**src/rtl/pwc_pkg.sv**
```systemverilog
// Shared types and constants for the page-walk cache tag store.
`default_nettype none

package pwc_pkg;

  // Defaults of the top-level parameters.
  localparam int SETS_DEFAULT     = 64;
  localparam int MAX_WAYS_DEFAULT = 8;
  localparam int KEY_BITS_DEFAULT = 48;

  // Fixed port widths.
  localparam int KEY_IN_W = 48;
  localparam int SET_IN_W = 6;
  localparam int FUNC_W   = 2;
  localparam int CFG_W    = 4;

  // Width used to compare way counts against the ways register.
  localparam int CMP_W = 7;

  // Reset value of the ways register.
  localparam logic [CFG_W-1:0] WAYS_RESET = 4'd8;

  typedef enum logic [FUNC_W-1:0] {
    FUNC_ACCESS = 2'd0,
    FUNC_FILL   = 2'd1,
    FUNC_FLUSH  = 2'd2,
    FUNC_NOP    = 2'd3
  } func_t;

  // Write controls from the update logic to the row store.
  typedef struct packed {
    logic write;
    logic flush;
  } store_ctrl_t;

endpackage

`default_nettype wire

```
**src/rtl/pwc_lru_update.sv**
```systemverilog
// Lookup, LRU promotion and fill with eviction for one set row.
`default_nettype none

module pwc_lru_update
  import pwc_pkg::*;
#(
  parameter int MAX_WAYS = MAX_WAYS_DEFAULT,
  parameter int KEY_BITS = KEY_BITS_DEFAULT,
  localparam int RANK_W  = (MAX_WAYS > 1) ? $clog2(MAX_WAYS) : 1
) (
  input  wire logic                         active,
  input  wire func_t                        func,
  input  wire logic [KEY_BITS-1:0]          key,
  input  wire logic [CMP_W-1:0]             ways_eff,
  input  wire logic [MAX_WAYS-1:0]          cur_valid,
  input  wire logic [MAX_WAYS*RANK_W-1:0]   cur_ranks,
  input  wire logic [MAX_WAYS*KEY_BITS-1:0] cur_tags,
  output logic      [MAX_WAYS-1:0]          nxt_valid,
  output logic      [MAX_WAYS*RANK_W-1:0]   nxt_ranks,
  output logic      [MAX_WAYS*KEY_BITS-1:0] nxt_tags,
  output logic                              hit,
  output store_ctrl_t                       ctrl
);

  logic [RANK_W-1:0]          rank_w [MAX_WAYS];
  logic [RANK_W-1:0]          slid [MAX_WAYS];
  logic [MAX_WAYS-1:0]        match;
  logic                       any_match;
  logic [RANK_W-1:0]          match_rank;
  logic [MAX_WAYS-1:0]        keep;
  logic [MAX_WAYS-1:0]        free;
  logic [MAX_WAYS-1:0]        ins_onehot;
  logic [MAX_WAYS*RANK_W-1:0] prom_ranks;
  logic [MAX_WAYS*RANK_W-1:0] fill_ranks;
  logic [MAX_WAYS*KEY_BITS-1:0] fill_tags;

  always_comb begin
    for (int w = 0; w < MAX_WAYS; w++) begin
      rank_w[w] = cur_ranks[w*RANK_W +: RANK_W];
      match[w]  = cur_valid[w] && (cur_tags[w*KEY_BITS +: KEY_BITS] == key);
    end
    any_match  = |match;
    match_rank = '0;
    for (int w = MAX_WAYS - 1; w >= 0; w--) begin
      if (match[w]) begin
        match_rank = rank_w[w];
      end
    end
  end

  // Fill: drop the key if present, close its rank gap, keep only entries
  // ranked below ways-1, age them by one and put the key in the lowest
  // free way as most recently used.
  always_comb begin
    for (int w = 0; w < MAX_WAYS; w++) begin
      slid[w] = (any_match && (rank_w[w] > match_rank)) ? rank_w[w] - 1'b1 : rank_w[w];
      keep[w] = cur_valid[w] && !match[w] &&
                (CMP_W'(slid[w]) < (ways_eff - CMP_W'(1)));
    end
    free       = ~keep;
    ins_onehot = free & (~free + MAX_WAYS'(1));
    for (int w = 0; w < MAX_WAYS; w++) begin
      if (ins_onehot[w]) begin
        fill_ranks[w*RANK_W +: RANK_W]     = '0;
        fill_tags[w*KEY_BITS +: KEY_BITS]  = key;
      end else begin
        fill_ranks[w*RANK_W +: RANK_W]     = keep[w] ? slid[w] + 1'b1 : '0;
        fill_tags[w*KEY_BITS +: KEY_BITS]  = cur_tags[w*KEY_BITS +: KEY_BITS];
      end
      if (match[w]) begin
        prom_ranks[w*RANK_W +: RANK_W] = '0;
      end else if (cur_valid[w] && (rank_w[w] < match_rank)) begin
        prom_ranks[w*RANK_W +: RANK_W] = rank_w[w] + 1'b1;
      end else begin
        prom_ranks[w*RANK_W +: RANK_W] = rank_w[w];
      end
    end
  end

  always_comb begin
    nxt_valid  = cur_valid;
    nxt_ranks  = cur_ranks;
    nxt_tags   = cur_tags;
    hit        = 1'b0;
    ctrl.write = 1'b0;
    ctrl.flush = 1'b0;
    case (func)
      FUNC_ACCESS: begin
        ctrl.write = active;
        if (any_match) begin
          hit       = active;
          nxt_ranks = prom_ranks;
        end else begin
          nxt_valid = keep | ins_onehot;
          nxt_ranks = fill_ranks;
          nxt_tags  = fill_tags;
        end
      end
      FUNC_FILL: begin
        ctrl.write = active;
        nxt_valid  = keep | ins_onehot;
        nxt_ranks  = fill_ranks;
        nxt_tags   = fill_tags;
      end
      FUNC_FLUSH: begin
        ctrl.flush = active;
      end
      default: begin
      end
    endcase
  end

endmodule

`default_nettype wire

```
**config.mk**
```make
export PLATFORM = sky130hd
export DESIGN_NAME = pwc_lru_update
export DESIGN_NICKNAME = d
export VERILOG_FILES = /design/src/rtl/pwc_pkg.sv /design/src/rtl/pwc_lru_update.sv
export SDC_FILE = /design/constraint.sdc
export NUM_CORES = 1
export LEC_CHECK = 0
export BUFFER_PORTS_ARGS = -buffer_cell sky130_fd_sc_hd__buf_2
export CAP_MARGIN = 20
export CORE_AREA = 2 2 351 353
export DETAILED_ROUTE_END_ITERATION = 6
export DIE_AREA = 0 0 353 355
export MAX_ROUTING_LAYER = met4
export PLACE_DENSITY = 0.3
export SLEW_MARGIN = 30
export SYNTH_ARGS = -nofsm -noshare
export SYNTH_HDL_FRONTEND = slang
export SYNTH_SLANG_ARGS = --single-unit
```
**constraint.sdc**
```tcl
create_clock -name vclk -period 36.3
set_clock_uncertainty 0.1 [all_clocks]
set_input_delay 9.075 -clock vclk [all_inputs]
set_output_delay 9.075 -clock vclk [all_outputs]
set_load 0.005 [all_outputs]
```
; ---- Yosys cells after proc, flatten, opt, wreduce, memory -nomap -nowiden
; Cells that the tools add are included.
[classes]
n_mux = 66
order_cmp = 24
n_addsub = 26
n_bitwise = 4
n_eq_ne = 10
reduce_logical = 51
[ops]
columns = operator, n
row1 = case mux 384 bit (2 select lines), 1
row2 = == test 48 bit, 8
row3 = 2-to-1 mux 384 bit, 1
row4 = 2-to-1 mux 48 bit, 8
row5 = 2-to-1 mux 3 bit, 48
row6 = < comparator 3 x 7 -> 1 bit, 8
row7 = "adder 3 x 1 -> 3 bit, second input constant", 16
row8 = case mux 24 bit (2 select lines), 1
row9 = logical AND 1 bit, 40
row10 = > comparator 3 bit, 8
row11 = < comparator 3 bit, 8
row12 = 2-to-1 mux 24 bit, 1
row13 = "subtractor 3 x 1 -> 3 bit, second input constant", 8
row14 = NOT 8 bit, 2
row15 = case mux 8 bit (2 select lines), 1
row16 = "adder 8 x 1 -> 8 bit, second input constant", 1
row17 = AND 8 bit, 1
row18 = logical NOT 1 bit, 8
row19 = 2-to-1 mux 8 bit, 1
row20 = bitwise OR 8 bit, 1
row21 = OR reduction 8 bit, 1
row22 = "subtractor 7 x 1 -> 7 bit, second input constant", 1
row23 = 2-to-1 mux 1 bit, 4
row24 = "== test 2 x 1 -> 1 bit, second input constant", 1
row25 = other kinds (3), 3
[word_totals]
word_cells = 181
input_bits = 474
ff_bits = 0

; ---- Longest topological paths before layout
; Gate-level depths: netlist (run 1).
[depth]
depth_word = 22
depth_mapped = 34

; ---- Least setup slack after synthesis (run 1)
; OpenSTA, ideal clock, no wires.
[synth_timing]
path_kind = input -> output
from = input key[13]
to = output nxt_tags[341]
arrival_ps = 16452
required_ps = 27125
stages = 32
slack_ps = 10673
path_cell_list = buf_4 -> xor2_1 -> or4b_2 -> nor4_1 -> nand4_1 -> and3_1 -> a21oi_1 -> mux2i_1 -> mux2i_1 -> o21ai_0 -> mux2_2 -> mux2_2 -> mux2i_1 -> ha_1 -> nand2_1 -> or3_1 -> mux2i_1 -> nor4_1 -> nand2_1 -> xnor2_1 -> ha_1 -> a211o_1 -> or3_1 -> or4b_1 -> and3_1 -> clkbuf_1 -> nor3b_2 -> nand2b_4 -> nor4_4 -> buf_6 -> buf_8 -> mux2_1
[synth_between]
elab_chain_cells = 22
word_cells_on_any_way = 88
classes_between = 1 x add/sub / 16 x order compare / 8 x eq/ne / 19 x mux / 3 x bitwise / 41 x reduce/logical
[synth_rtl]
columns = element, line_no
row1 = "start, declared", pwc_lru_update.sv:13  ; input wire logic [KEY_BITS-1:0] key,
row2 = == test 48 bit, pwc_lru_update.sv:40  ; match[w] = cur_valid[w] && (cur_tags[w*KEY_BITS +: KEY_BITS] == key);
row3 = logical AND 1 bit, pwc_lru_update.sv:40
row4 = 2-to-1 mux 3 bit (8 in series), pwc_lru_update.sv:45  ; if (match[w]) begin
row5 = > comparator 3 bit, pwc_lru_update.sv:56  ; slid[w] = (any_match && (rank_w[w] > match_rank)) ? rank_w[w] - 1'b1 : rank_w[w];
row6 = logical AND 1 bit, pwc_lru_update.sv:56
row7 = 2-to-1 mux 3 bit, pwc_lru_update.sv:56
row8 = < comparator 3 x 7 -> 1 bit, pwc_lru_update.sv:58  ; (CMP_W'(slid[w]) < (ways_eff - CMP_W'(1)));
row9 = logical AND 1 bit, pwc_lru_update.sv:57  ; keep[w] = cur_valid[w] && !match[w] &&
row10 = NOT 8 bit, pwc_lru_update.sv:60  ; free = ~keep;
row11 = NOT 8 bit, pwc_lru_update.sv:61  ; ins_onehot = free & (~free + MAX_WAYS'(1));
row12 = adder 8 x 1 -> 8 bit, pwc_lru_update.sv:61
row13 = AND 8 bit, pwc_lru_update.sv:61
row14 = 2-to-1 mux 48 bit, pwc_lru_update.sv:63  ; if (ins_onehot[w]) begin
row15 = 2-to-1 mux 384 bit, pwc_lru_update.sv:90  ; if (any_match) begin
row16 = case mux 384 bit (2 select lines) *, pwc_lru_update.sv:87  ; case (func)
row17 = "end, declared", pwc_lru_update.sv:20  ; output logic [MAX_WAYS*KEY_BITS-1:0] nxt_tags,
; Every way passes the cells marked *; elsewhere a longest branch is shown, timed or not.

; ---- Worst setup path after layout (run 1)
[layout_timing]
from = input key[10]
to = output nxt_tags[369]
; Same word-level chain as after synthesis.

==> metrics.txt, run 1 <==
result of the run finished clean; CP startpoint kind input pin; sort of element at the end of the critical path primary output; number of filler cells placed in the layout between 10000 and 15000; number of placed cells counting well taps 4213; WP buf/inv 5; final HPWL from detailed placement roughly 140000 microns; setup repair bufs after CTS 0; share of the yosys chip area belonging to registers 0%; weighted congestion reported at the end of routability-driven placement around 1; largest net degree at the start of global routing 50; first-pass GRT wire length just over 200000 microns; maximum vdd ir drop roughly 0.011 mV; Sum Neg Setup Slack 0 ns; transition time at the pin with the least slew margin between 1 and 1.5 ns; post-route antenna net violation count 0; DIE WIDTH ~350 microns; setup repair after global routing missed its margin false; number of global-route vias before repair around 19000; Total Routing Usage GR between 20% and 30%; delay-heaviest family, CP simple AND/OR/NAND/NOR gates; CP startpoint key[10]; number of cells produced by synthesis between 1500 and 2000; number of warnings printed during yosys synthesis 0; layout cell share with drive strength beyond 1 approximately half; final worst-path cycle share between 70% and 80%; Synth top cells by count sky130_fd_sc_hd__xnor2_1, sky130_fd_sc_hd__mux2_2, sky130_fd_sc_hd__nand4_1, sky130_fd_sc_hd__xor2_1, sky130_fd_sc_hd__mux2_1; Register Area 0 sq um; CP Data Arrival Time around 19 ns; worst rel slew slack 29.5%; die footprint ~130000 sq um; Mapped Area 14300 sq um; class of the tightest hold or removal check input pin to primary output; Crit Path Class input pin to primary output; Port Buffers 893; critical path peak fanout 48; final routed wire length divided by cell count about 38 microns; number of hold violations in the final report 0; Final setup violation count 0; net total in the final layout approximately 3100; MaxCap Viol Count 0; cell type with the largest total area after synthesis sky130_fd_sc_hd__mux2_2; crit path time final approximately 28 ns; global-route congestion overflow total 0; synthesized area per cell 8.09 sq um; startpoint of the lowest-slack hold path cur_tags[33]; initial core utilization between 10% and 20%; most used standard cell by instance count after synthesis sky130_fd_sc_hd__xnor2_1; data required time of the critical path 27.13 ns; Clock buffer cells 0; Layout area overhead 45.3%; Synth cell types 96; proportion of netlist area held by the largest area contributor about 22%; core region area between 100000 and 150000 sq um; critical path's largest stage delay about 0.8 ns; cell types occupying the most area after synthesis sky130_fd_sc_hd__mux2_2, sky130_fd_sc_hd__xnor2_1, sky130_fd_sc_hd__xor2_1; I/O pins approximately 890; synthesized netlist net count ~2300; LEAKAGE between 8 and 9 nW; quantity of hold-fixing buffers added after cts 0; DR pass1 iterations 5; wire length reported by the detailed router between 150000 and 200000 microns; num sequential 0; total number of vias 19100; height of the chip roughly 360 microns; critical-path cell with the highest stage delay sky130_fd_sc_hd__nor4_1; non-filler instance count after layout between 4000 and 5000; cell row count ~130; number of resized instances in the post-cts repair step 0; power density over the cells 14.2 nW/um^2; DRC viols 0; number of antenna violations at the first check in global routing 90; drt initial violations 1419; DR vias/cell about 4.5; max-slew violation total from the final report 0; Highest Clock Rate roughly 0.036 GHz
## per-stage QoR
stage | area [sq um] | hold WS, ns | utilization [%] | setup slack, ns | power [mW]
2_1_floorplan | 14300 | 18.11 | - | 10.67 | 0.128
3_3_place_gp | 20700 | 18.36 | 17.0 | 8.62 | 0.295
3_5_place_dp | 20700 | 18.37 | 17.0 | 8.57 | 0.293
4_1_cts | 20700 | 18.37 | 17.0 | 8.53 | 0.295
5_1_grt | 20800 | 18.38 | 17.2 | 8.04 | 0.309
6_report | 20800 | 18.37 | 17.2 | 8.42 | 0.296
## final cells by class
cell class                      instances  area (sq um)  share of cell area, %
Antenna cell                           64           160                  0.768
Tap cell                             1625          2030                   9.76
Multi-Input combinational cell       1573         13400                   64.5
Inverter                               46           173                  0.828
Timing Repair Buffer                  969          5040                   24.2
## power breakdown
| part | leakage, nW | switching [mW] | internal, mW |
|---|---|---|---|
| combinational | 8.58 | 0.188 | 0.108 |
| sequential | 0 | 0 | 0 |
| clock | 0.000406 | 0 | 0.000000178 |
## per-layer routing
metal	vias up	track usage, %	share of wire [%]
li1	8297	-	-
met2	987	40.1	45
met3	154	7.05	8.3
met1	9656	31.8	43
met4	0	7.26	3.5
met5	-	-	0
## logic make-up (layout without fill, tap and decap cells)
group / after synthesis / in the layout / share of synthesized area (%)
AND/OR/NAND/NOR: 509 / 509 / 21.2
XOR/XNOR: 414 / 414 / 25.5
multiplexers: 403 / 403 / 32.0
buffers and inverters: 201 / 1015 / 6.95
AO/OA/AOI/OAI: 189 / 189 / 9.30
adder cells (fa/ha/maj): 58 / 58 / 5.04
other: 0 / 64 / 0
## final timing paths
path,to,slack [ns],depth (start not counted)
setup / recovery,nxt_tags[369],8.42,33
hold / removal,nxt_tags[33],18.37,3
## cells in the final DEF (no fill, tap or decap), types with 64 or more instances in the layout
cell type,Yosys,final
sky130_fd_sc_hd__xnor2_1,286,285
sky130_fd_sc_hd__mux2_2,281,281
sky130_fd_sc_hd__nand2_1,66,64
sky130_fd_sc_hd__buf_2,83,893
sky130_fd_sc_hd__buf_4,7,76
sky130_fd_sc_hd__xor2_1,126,126
sky130_fd_sc_hd__diode_2,0,64
sky130_fd_sc_hd__mux2_1,89,89
sky130_fd_sc_hd__nor4_1,79,74
sky130_fd_sc_hd__nand4_1,136,136
Power figures use the tool's default switching activity.
==> run 2, diff against run 1 <==
--- a/config.mk
+++ b/config.mk
@@ -7,9 +7,9 @@
 export LEC_CHECK = 0
 export BUFFER_PORTS_ARGS = -buffer_cell sky130_fd_sc_hd__buf_2
 export CAP_MARGIN = 20
-export CORE_AREA = 2 2 351 353
+export CORE_AREA = 2 2 352 354
 export DETAILED_ROUTE_END_ITERATION = 6
-export DIE_AREA = 0 0 353 355
+export DIE_AREA = 0 0 354 356
 export MAX_ROUTING_LAYER = met4
 export PLACE_DENSITY = 0.3
 export SLEW_MARGIN = 30
==> constraint.sdc (replaced) <==
create_clock -name vclk -period 29.1
set_clock_uncertainty 0.1 [all_clocks]
set_input_delay 7.275 -clock vclk [all_inputs]
set_output_delay 7.275 -clock vclk [all_outputs]
set_load 0.005 [all_outputs]
==> run 2 against run 1 <==
Against the previous run:
- routed wire length decreased by 1.1%
- non-clock buffer count down 3
- die area increased by 0.57%
- total power is 25% higher
- utilization shrank 0.16 points
- worst hold slack got worse by 3.6 ns
- worst setup slack got worse by 3.6 ns
- final area hardly changed
- via count up 2.5%
- largest cell class unchanged
- highest routed layer unchanged
==> metrics.txt, run 2 (synthesized netlist as in run 1, its figures left out) <==
Port Buffers 893 (unchanged); num sequential 0 (unchanged); hold_ws 14.77 ns (-3.60 ns); Clock buffer cells 0 (unchanged); class of the tightest hold or removal check input pin to primary output; crit path time final roughly 24 ns; final routed wire length divided by cell count 37.9 microns (-1.1%); setup repair bufs after CTS 0 (unchanged); core region area 123000 sq um (+1.0%); final worst slack 4.85 ns (-3.58 ns); wire length reported by the detailed router 162000 microns (-1.1%); DR vias/cell 4.58 (+2.6%); number of antenna violations at the first check in global routing 72 (-20%); multi-input logic area 13500 sq um (+0.25%); leading cell type in the layout, fill and taps excluded sky130_fd_sc_hd__buf_2; LEAKAGE 8.58 nW (about the same); net total in the final layout 3118 (-0.096%); critical-path cell with the highest stage delay sky130_fd_sc_hd__buf_2; Crit Path Class input pin to primary output; initial core utilization 11.7% (-0.12 points); weighted congestion reported at the end of routability-driven placement 0.976 (+0.53%); Sum Neg Setup Slack 0 ns (unchanged); global-route congestion overflow total 0 (unchanged); power density over the cells 17.8 nW/um^2 (+25%); layout cell share with drive strength beyond 1 51.1% (+0.098 points); MaxCap Viol Count 0 (unchanged); number of hold violations in the final report 0 (unchanged); number of filler cells placed in the layout 14300 (+0.86%); number of global-route vias before repair 19600 (+2.0%); result of the run finished clean; total number of vias 19600 (+2.5%); Highest Clock Rate slightly above 0.04 GHz; critical path peak fanout 30 (-38%); DIE WIDTH 354 microns (+0.28%); largest net degree at the start of global routing 50 (unchanged); setup repair after global routing missed its margin false; CP Data Arrival Time 16.88 ns (-1.82 ns); height of the chip 356 microns (+0.28%); transition time at the pin with the least slew margin 1.05 ns (+0.00604 ns); drt initial violations 1671 (+18%); met3 WL post-DR 12200 microns (-10%); sort of element at the end of the critical path primary output; final HPWL from detailed placement 136000 microns (-0.34%); quantity of hold-fixing buffers added after cts 0 (unchanged); DR pass1 iterations 5 (unchanged); post-route met1 wirelength 71200 microns (+0.51%); non-filler instance count after layout 4276 (-0.023%); max-slew violation total from the final report 0 (unchanged); DRC viols 0 (unchanged); crit-path most repeated cell sky130_fd_sc_hd__mux2i_1; number of resized instances in the post-cts repair step 0 (unchanged); commonest cells after routing, fill and taps aside sky130_fd_sc_hd__buf_2, sky130_fd_sc_hd__xnor2_1, sky130_fd_sc_hd__mux2_2, sky130_fd_sc_hd__nand4_1, sky130_fd_sc_hd__xor2_1; amount of wire on met2 after detailed routing 72300 microns (-1.8%); number of placed cells counting well taps 4222 (+0.21%); CP startpoint kind input pin; worst rel slew slack 29.7% (+0.20 points); Final setup violation count 0 (unchanged); Register Area 0 sq um (unchanged); final worst-path cycle share about 83%; die footprint 126000 sq um (+0.57%); maximum vdd ir drop 0.0122 mV (+12%); data required time of the critical path 21.72 ns (-5.41 ns); Layout area overhead 45.4% (about the same); cell row count 129 (+0.78%); I/O pins 893 (unchanged); worst setup slack after placement 4.58 ns (-3.99 ns); post-route antenna net violation count 0 (unchanged); critical path's largest stage delay 0.74 ns (-0.05 ns); highest routing layer actually used met4; first-pass GRT wire length 203000 microns (-0.86%); Total Routing Usage GR 25.0% (-0.46 points)
run 2: final cells by class:
type                       count  area share, %
antenna                       54          0.648
timing repair buffer         966           24.1
inverter                      46          0.828
multi-input combinational   1573           64.6
tap                         1637           9.82
run 2: final timing paths:
kind | to | from | slack [ns] | depth (start not counted)
hold / removal | nxt_tags[105] | cur_tags[105] | 14.77 | 3
setup / recovery | nxt_tags[277] | key[5] | 4.85 | 31
run 2: worst max-delay path, delay by kind of cell:
family                   cells  cell delay (ns)
AO/OA/AOI/OAI                3             0.52
XOR/XNOR                     2             0.48
adder cells (fa/ha/maj)      2             0.56
buffers and inverters        4             1.68
multiplexers                 7             1.44
AND/OR/NAND/NOR             13             4.83
run 2: through the flow:
stage	total power, mW	cell area [sq um]	utilization, %
floorplan	0.159	14300	-
global route	0.385	20800	17.0
finish	0.371	20900	17.0
global placement	0.368	20700	16.9
detailed placement	0.365	20700	16.9
CTS	0.367	20700	16.9
run 2: routing by layer:
| layer | up-vias | GRT usage (%) |
|---|---|---|
| li1 | 8286 | - |
| met1 | 9835 | 32.3 |
| met2 | 1224 | 38.7 |
| met3 | 233 | 5.44 |
| met4 | 0 | 8.10 |
| met5 | - | - |
run 2: where the power goes:
part | leakage (nW) | switching, mW | internal [mW]
logic | 8.58 | 0.236 | 0.135
registers | 0 | 0 | 0
clock network | 0.000342 | 0 | 0.0000000525
==> run 3, diff against run 2 <==
--- a/config.mk
+++ b/config.mk
@@ -7,9 +7,9 @@
 export LEC_CHECK = 0
 export BUFFER_PORTS_ARGS = -buffer_cell sky130_fd_sc_hd__buf_2
 export CAP_MARGIN = 20
-export CORE_AREA = 2 2 352 354
+export CORE_AREA = 2 2 351 353
 export DETAILED_ROUTE_END_ITERATION = 6
-export DIE_AREA = 0 0 354 356
+export DIE_AREA = 0 0 353 355
 export MAX_ROUTING_LAYER = met4
 export PLACE_DENSITY = 0.3
 export SLEW_MARGIN = 30
==> constraint.sdc (replaced) <==
create_clock -name vclk -period 20.2
set_clock_uncertainty 0.1 [all_clocks]
set_input_delay 5.05 -clock vclk [all_inputs]
set_output_delay 5.05 -clock vclk [all_outputs]
set_load 0.005 [all_outputs]
==> run 3 against run 2 <==
Against the previous run:
- worst setup slack worse by 4.2 ns
- final cell count up 0.65%
- count of clock-buffer cells in the layout unchanged
- critical endpoint is now nxt_tags[369]
- highest routed layer unchanged
- combinational power up 47%
- die area down 0.56%
- via count down 0.37%
- utilization up 0.44 points
==> metrics.txt, run 3 (synthesized netlist as in run 1, its figures left out) <==
crit-path most repeated cell sky130_fd_sc_hd__mux2i_1; Layout area overhead 47.6%; final HPWL from detailed placement 144000 microns (+6.4%); number of hold violations in the final report 0 (unchanged); CP startpoint kind input pin; wire length reported by the detailed router 166000 microns (+2.3%); Highest Clock Rate slightly above 0.05 GHz; Register Area 0 sq um (unchanged); MaxCap Viol Count 0 (unchanged); Pint 199 uW (+47%); Sum Neg Setup Slack 0 ns (unchanged); Crit Path Class input pin to primary output; core region area 121000 sq um (-1.0%); cell row count 128 (-0.78%); Clock buffer cells 0 (unchanged); number of resized instances in the post-cts repair step 0 (unchanged); LEAKAGE 8.76 nW (+2.1%); number of antenna violations at the first check in global routing 79 (+9.7%); largest net degree at the start of global routing 50 (unchanged); setup repair after global routing missed its margin false; result of the run finished clean; Switching Share 63.4% (-0.14 points); DRC viols 0 (unchanged); sort of element at the end of the critical path primary output; power density over the cells 25.7 nW/um^2 (+45%); drt initial violations 1575 (-5.7%); overall power consumption 544 uW (+47%); num sequential 0 (unchanged); die footprint 125000 sq um (-0.56%); maximum vdd ir drop 0.0182 mV (+49%); layout cell share with drive strength beyond 1 51.8% (+0.63 points); max-slew violation total from the final report 0 (unchanged); critical path peak fanout 48 (+60%); total number of vias 19500 (-0.37%); power spent charging and discharging nets 345 uW (+47%); DIE WIDTH 353 microns (-0.28%); I/O pins 893 (unchanged); transition time at the pin with the least slew margin 1.10 ns (+0.0470 ns); Total Routing Usage GR 25.8% (+0.79 points); Final setup violation count 0 (unchanged); critical path's largest stage delay 0.92 ns (+0.18 ns); weighted congestion reported at the end of routability-driven placement 0.967 (-0.95%); class of the tightest hold or removal check input pin to primary output; CP startpoint key[5]; global-route congestion overflow total 0 (unchanged); final routed wire length divided by cell count 38.5 microns (+1.7%); post-route antenna net violation count 0 (unchanged); final worst-path cycle share a little over nine tenths; quantity of hold-fixing buffers added after cts 0 (unchanged); height of the chip 355 microns (-0.28%); fraction of power consumed by sequential logic 0% (unchanged); DR pass1 iterations 7 (+2); Comb pwr share 100.0% (about the same); commonest cells after routing, fill and taps aside sky130_fd_sc_hd__buf_2, sky130_fd_sc_hd__xnor2_1, sky130_fd_sc_hd__mux2_2, sky130_fd_sc_hd__nand4_1, sky130_fd_sc_hd__xor2_1; first-pass GRT wire length 208000 microns (+2.2%); initial core utilization 11.8% (+0.12 points); critical-path cell with the highest stage delay sky130_fd_sc_hd__nor4_1; worst rel slew slack 25.9% (-3.8 points); setup repair bufs after CTS 0 (unchanged); leading cell type in the layout, fill and taps excluded sky130_fd_sc_hd__buf_2; number of global-route vias before repair 19400 (-0.77%); crit path time final 19.52 ns; hold_ws 10.32 ns (-4.45 ns); DR vias/cell 4.53 (-1.0%); Port Buffers 893 (unchanged); end of the critical path nxt_tags[369]; CP Data Arrival Time 14.37 ns (-2.51 ns); clock group share of total power 0% (unchanged); data required time of the critical path 15.05 ns (-6.67 ns); net total in the final layout 3152 (+1.1%)
run 3: cell types whose count changed in the layout (fill, tap and decap cells not counted), moves of 2 or more:
cell	change
sky130_fd_sc_hd__buf_2	+2
sky130_fd_sc_hd__buf_12	+4
sky130_fd_sc_hd__o31ai_1	-2
sky130_fd_sc_hd__diode_2	+6
sky130_fd_sc_hd__o31ai_2	+2
sky130_fd_sc_hd__nor4_1	+2
sky130_fd_sc_hd__buf_4	+27
run 3: power by group through the flow:
stage	clock network, mW	logic (mW)	registers [mW]
2_1_floorplan	0	0.229	0
4_1_cts	0	0.541	0
3_3_place_gp	0	0.542	0
3_5_place_dp	0	0.538	0
5_1_grt	0.000000313	0.566	0
6_report	0.000000326	0.544	0
run 3: layout make-up:
| type | instances | area, sq um |
|---|---|---|
| fill | 14300 | 100000 |
| inverter | 46 | 173 |
| multi-input combinational | 1573 | 13500 |
| tap | 1625 | 2030 |
| antenna | 60 | 150 |
| timing repair buffer | 1000 | 5360 |
run 3: through the flow:
stage / setup slack (ns) / area [sq um] / std cells / utilization [%]
final: 0.676 / 21200 / 4304 / 17.4
after global routing: 0.451 / 21100 / 4291 / 17.4
after CTS: 0.958 / 21000 / 4243 / 17.3
after detailed placement: 0.991 / 21000 / 4243 / 17.3
after global placement: 1.08 / 21000 / 4243 / 17.3
after floorplan: 2.62 / 14300 / 1774 / -
run 3: per-layer routing:
| metal | global-route usage, % | up-vias | part of all wire (%) |
|---|---|---|---|
| li1 | - | 8366 | - |
| met2 | 40.1 | 1138 | 44 |
| met1 | 33.3 | 9801 | 44 |
| met5 | - | - | 0 |
| met3 | 5.50 | 201 | 7.7 |
| met4 | 8.24 | 0 | 4.1 |
run 3: worst min path at each step:
stage | from | end | cells after the start
2_1_floorplan | cur_ranks[12] | nxt_ranks[12] | 1
3_3_place_gp | cur_tags[265] | nxt_tags[265] | 3
3_5_place_dp | cur_tags[141] | nxt_tags[141] | 3
4_1_cts | cur_tags[141] | nxt_tags[141] | 3
5_1_grt | cur_tags[105] | nxt_tags[105] | 3
6_report | cur_tags[105] | nxt_tags[105] | 3
run 3: critical path, delay by kind of cell:
kind / cells / cell delay, ns
fa+ha+maj: 2 / 0.64
xor+xnor: 2 / 0.48
compound gates: 3 / 0.52
mux: 7 / 1.78
simple gates: 14 / 4.90
buf+inv: 4 / 0.88
